`config.mk`:
```
export PLATFORM = sky130hd
export DESIGN_NAME = pcx_rle_ram
export DESIGN_NICKNAME = d
export VERILOG_FILES = /design/src/rtl/pcx_rle_ram.sv
export SDC_FILE = /design/constraint.sdc
export NUM_CORES = 2
export LEC_CHECK = 0
export BUFFER_PORTS_ARGS = -buffer_cell sky130_fd_sc_hd__clkbuf_2
export CAP_MARGIN = 10
export CORE_MARGIN = 2
export CORE_UTILIZATION = 35
export DETAILED_ROUTE_END_ITERATION = 12
export SYNTH_ARGS = -nofsm -noshare
export SYNTH_HDL_FRONTEND = slang
export SYNTH_SLANG_ARGS = --single-unit
```
`constraint.sdc`:
```
create_clock -name clock -period 2.85 [get_ports clock]
set_input_delay 0.1425 -clock clock [delete_from_list [all_inputs] [get_ports clock]]
set_output_delay 0.1425 -clock clock [all_outputs]
set_load 0.005 [all_outputs]
```
`src/rtl/pcx_rle_ram.sv`:
```
// Generic simple dual-port RAM with registered read data.
`timescale 1ns / 1ps

module pcx_rle_ram #(
   parameter int WIDTH  = 8,
   parameter int DEPTH  = 256,
   parameter int ADDR_W = $clog2(DEPTH)
) (
   input  logic              clock,
   input  logic              we,
   input  logic [ADDR_W-1:0] waddr,
   input  logic [WIDTH-1:0]  wdata,
   input  logic              re,
   input  logic [ADDR_W-1:0] raddr,
   output logic [WIDTH-1:0]  rdata
);

   logic [WIDTH-1:0] mem_ff [DEPTH];
   logic [WIDTH-1:0] rdata_ff;

   always_ff @(posedge clock) begin
      if (we) begin
         mem_ff[waddr] <= wdata;
      end
      if (re) begin
         rdata_ff <= mem_ff[raddr];
      end
   end

   assign rdata = rdata_ff;

endmodule

```
==> flow_metrics.env <==
export IMPL_outcome="completed"
export IMPL_post_cts_repair_setup_buffers=0
export IMPL_routedWlPerCell_um=27.7
export IMPL_dpl_hpwl_um=131000
export IMPL_fin_area_um2=93700
export IMPL_cap_viol_max_count=0
export IMPL_power_mw=62.6
export IMPL_fin_crit_ps=2840
export IMPL_crit_fanout=1
export IMPL_cts_tree="built"
export IMPL_dieWidth_um=481
export IMPL_switchingPower_mw=13.6
export IMPL_worstHoldPathCells=3
export IMPL_rows=175
export IMPL_grt_usage_pct=17.8
export IMPL_p_seq_share_pct=53.4
export IMPL_cts_max_level=4
export IMPL_drtIter0Drc=4523
export IMPL_endpoint_kind="register"
export IMPL_first_global_vias=40900
export IMPL_die_h_um=481
export IMPL_routabilityCongestion=0.819
export IMPL_nFillCells=19800
export IMPL_r2r_cells=6
export IMPL_avgSynthCellArea_um2=21.3
export IMPL_nets=4306
export IMPL_via_count=40400
export IMPL_rr_startpoint="mem_ff[155][6]$_DFFE_PP_"
export IMPL_dpl_cell_area_um2=87000
export IMPL_combPwrFrac_pct=5.3
export IMPL_synthFlopType="edfxtp_1"
export IMPL_dieArea_um2=231000
export IMPL_regToRegSetupSlack_ps=10
export IMPL_switching_share_pct=21.8
export IMPL_clk_pin_slew_worst_paths_ps=60
export IMPL_layout_common_cells="edfxtp_1 (2,056), buf_4 (463), mux4_2 (454), nor2_1 (279), clkbuf_16 (206)"
export IMPL_area_growth_syn_to_layout_pct=17.6
export IMPL_first_pass_iters=8
export IMPL_synth_area_um2=79600
export IMPL_ys_warn_count=0
export IMPL_post_place_ws_ps=-812
export IMPL_skew_ps=40.6
export IMPL_synth_cell_type_count=54
export IMPL_ant_nets=0
export IMPL_min_delay_start="waddr[0]"
export IMPL_io_pins=35
export IMPL_final_hold_viol_count=0
export IMPL_async_reset_ff_share_pct=0
export IMPL_ir_worst_vdd_uv=488
export IMPL_root_buffer="clkbuf_16"
export IMPL_internal_power_mw=49.0
export IMPL_rsz0062_at_grt="no"
export IMPL_start_util_pct=35.1
export IMPL_drv_slew=0
export IMPL_fmax_mhz=352
export IMPL_tightest_slew_ps=1090
export IMPL_coreArea_um2=227000
export IMPL_cp_required_ps=3430
export IMPL_final_common_cell="edfxtp_1"
export IMPL_clock_latency_ps=880
export IMPL_synthesis_instances=3733
export IMPL_start_kind="register"
export IMPL_max_stage_delay_ps=940
export IMPL_cts_max_path_buffers=3
export IMPL_port_buffer_count=34
export IMPL_final_setup_tns_ps=0
export IMPL_antenna_found_initial=8
export IMPL_p_leak_nw=29.6
export IMPL_post_route_period_util_pct=99.6
export IMPL_synth_edf_count=2056
export IMPL_post_route_util_pct=41.3
export IMPL_min_path_type="in2reg"
export IMPL_ys_seq_area_share_pct=77.5
export IMPL_cts_buffers=206
export IMPL_via_per_inst=5.41
export IMPL_whs_ps=96.8
export IMPL_place_inst=7069
export IMPL_slowest_stage="nor4_1"
export IMPL_ys_ff_latch=2056
export IMPL_clock_sinks=2056
export IMPL_cp_startpoint="mem_ff[155][6]$_DFFE_PP_"
export IMPL_drt_wl_total_um=207000
export IMPL_pwr_share_clk_pct=41.3
export IMPL_grt_ovfl_total=0
export IMPL_drive_gt1_share_pct=29.7
export IMPL_grt_max_degree=113
export IMPL_finalWorstSetupSlack_ps=11.0
export IMPL_arrival_ps=3420
export IMPL_route_detailed_drc=0
export IMPL_final_setup_viol_count=0
export IMPL_final_cell_count_no_fill=7460
export IMPL_cp_cell_sequence="mux4_2, a22oi_1, a21oi_1, nor4_1, buf_4, nor4_2"
export IMPL_pwr_density_cell_nw_per_um2=668
export IMPL_critPathKind="reg2reg"
export IMPL_relSlewSlack_pct=26.6
export IMPL_grt_pass1_wl_um=298000
export IMPL_syn_nets=3760
logic make-up after synthesis:
logic type	share of synthesized area, %
AOI/OAI and AO/OA	3.42
muxes	14.6
and+or+nand+nor	2.63
DFF	77.5
buffers and inverters	1.83
worst max-delay path, delay by kind of cell, from the launching register on:
kind                   cells  cell delay (ps)
AND/OR/NAND/NOR            2              980
buffers and inverters      1              250
flip-flops                 1              360
AO/OA/AOI/OAI              2              490
multiplexers               1              470
power groups by stage:
| stage | registers [mW] | logic [mW] | clock network, mW |
|---|---|---|---|
| detailed placement | 34.0 | 3.33 | 0 |
| CTS | 33.4 | 3.36 | 26.3 |
| global placement | 34.0 | 3.29 | 0 |
| floorplan | 34.0 | 1.62 | 0 |
| finish | 33.4 | 3.32 | 25.9 |
| global route | 33.4 | 3.50 | 27.4 |
flip-flops by register name (all words and copies together) (netlist names):
name	count
rdata	8
mem_ff	2048
worst paths after layout:
check / end
max: rdata[6]$_DFFE_PP_
min: mem_ff[163][7]$_DFFE_PP_
max reg2reg: rdata[6]$_DFFE_PP_
min reg2reg: rdata[3]$_DFFE_PP_
area by class of cell:
cell class | instances | area, um^2 | share of cell area, %
Antenna cell | 3 | 7.51 | 0.00802
Clock buffer | 251 | 5320 | 5.68
Clock inverter | 126 | 1150 | 1.23
Inverter | 2 | 7.51 | 0.00802
Multi-Input combinational cell | 1442 | 16500 | 17.6
Sequential cell | 2056 | 61700 | 65.9
Tap cell | 3009 | 3760 | 4.02
Timing Repair Buffer | 571 | 5150 | 5.49
routing by layer:
layer	up-vias	GRT usage, %	share of wire (%)
met4	4	5.52	3.0
met5	-	0	0.013
li1	16800	-	-
met1	21600	24.9	42
met3	319	3.06	7.2
met2	1623	28.4	48
cells in the mapped netlist, drive strengths merged (6+ instances only):
cell type     n  area [um^2]
o221ai       47          418
a22oi       133          998
mux2i       134         1340
a21oi        96          480
nor2        282         1060
nor3         22          110
nor4         27          188
nand2        33          124
nand2b        8         50.1
edfxtp     2056        61700
nor2b        31          194
nand3        34          170
a22o          8         70.1
o22ai        28          175
o211ai       10         75.1
mux4        456        10300
and2          6         37.5
a211oi       16          120
a221oi       14          129
o21ai        12         60.1
buf         122         1030
clkbuf      111          417
nand4        10         62.6
what timing repair did:
item / 4_1_cts / 5_1_grt
gates resized for setup: 3 / 1
pin swaps: 0 / 0
hold buffers: 11 / 0
hold endpoints to repair: 776 / 0
setup endpoints to repair: 2 / 1
Note: power is estimated with default switching activity, not from simulation.
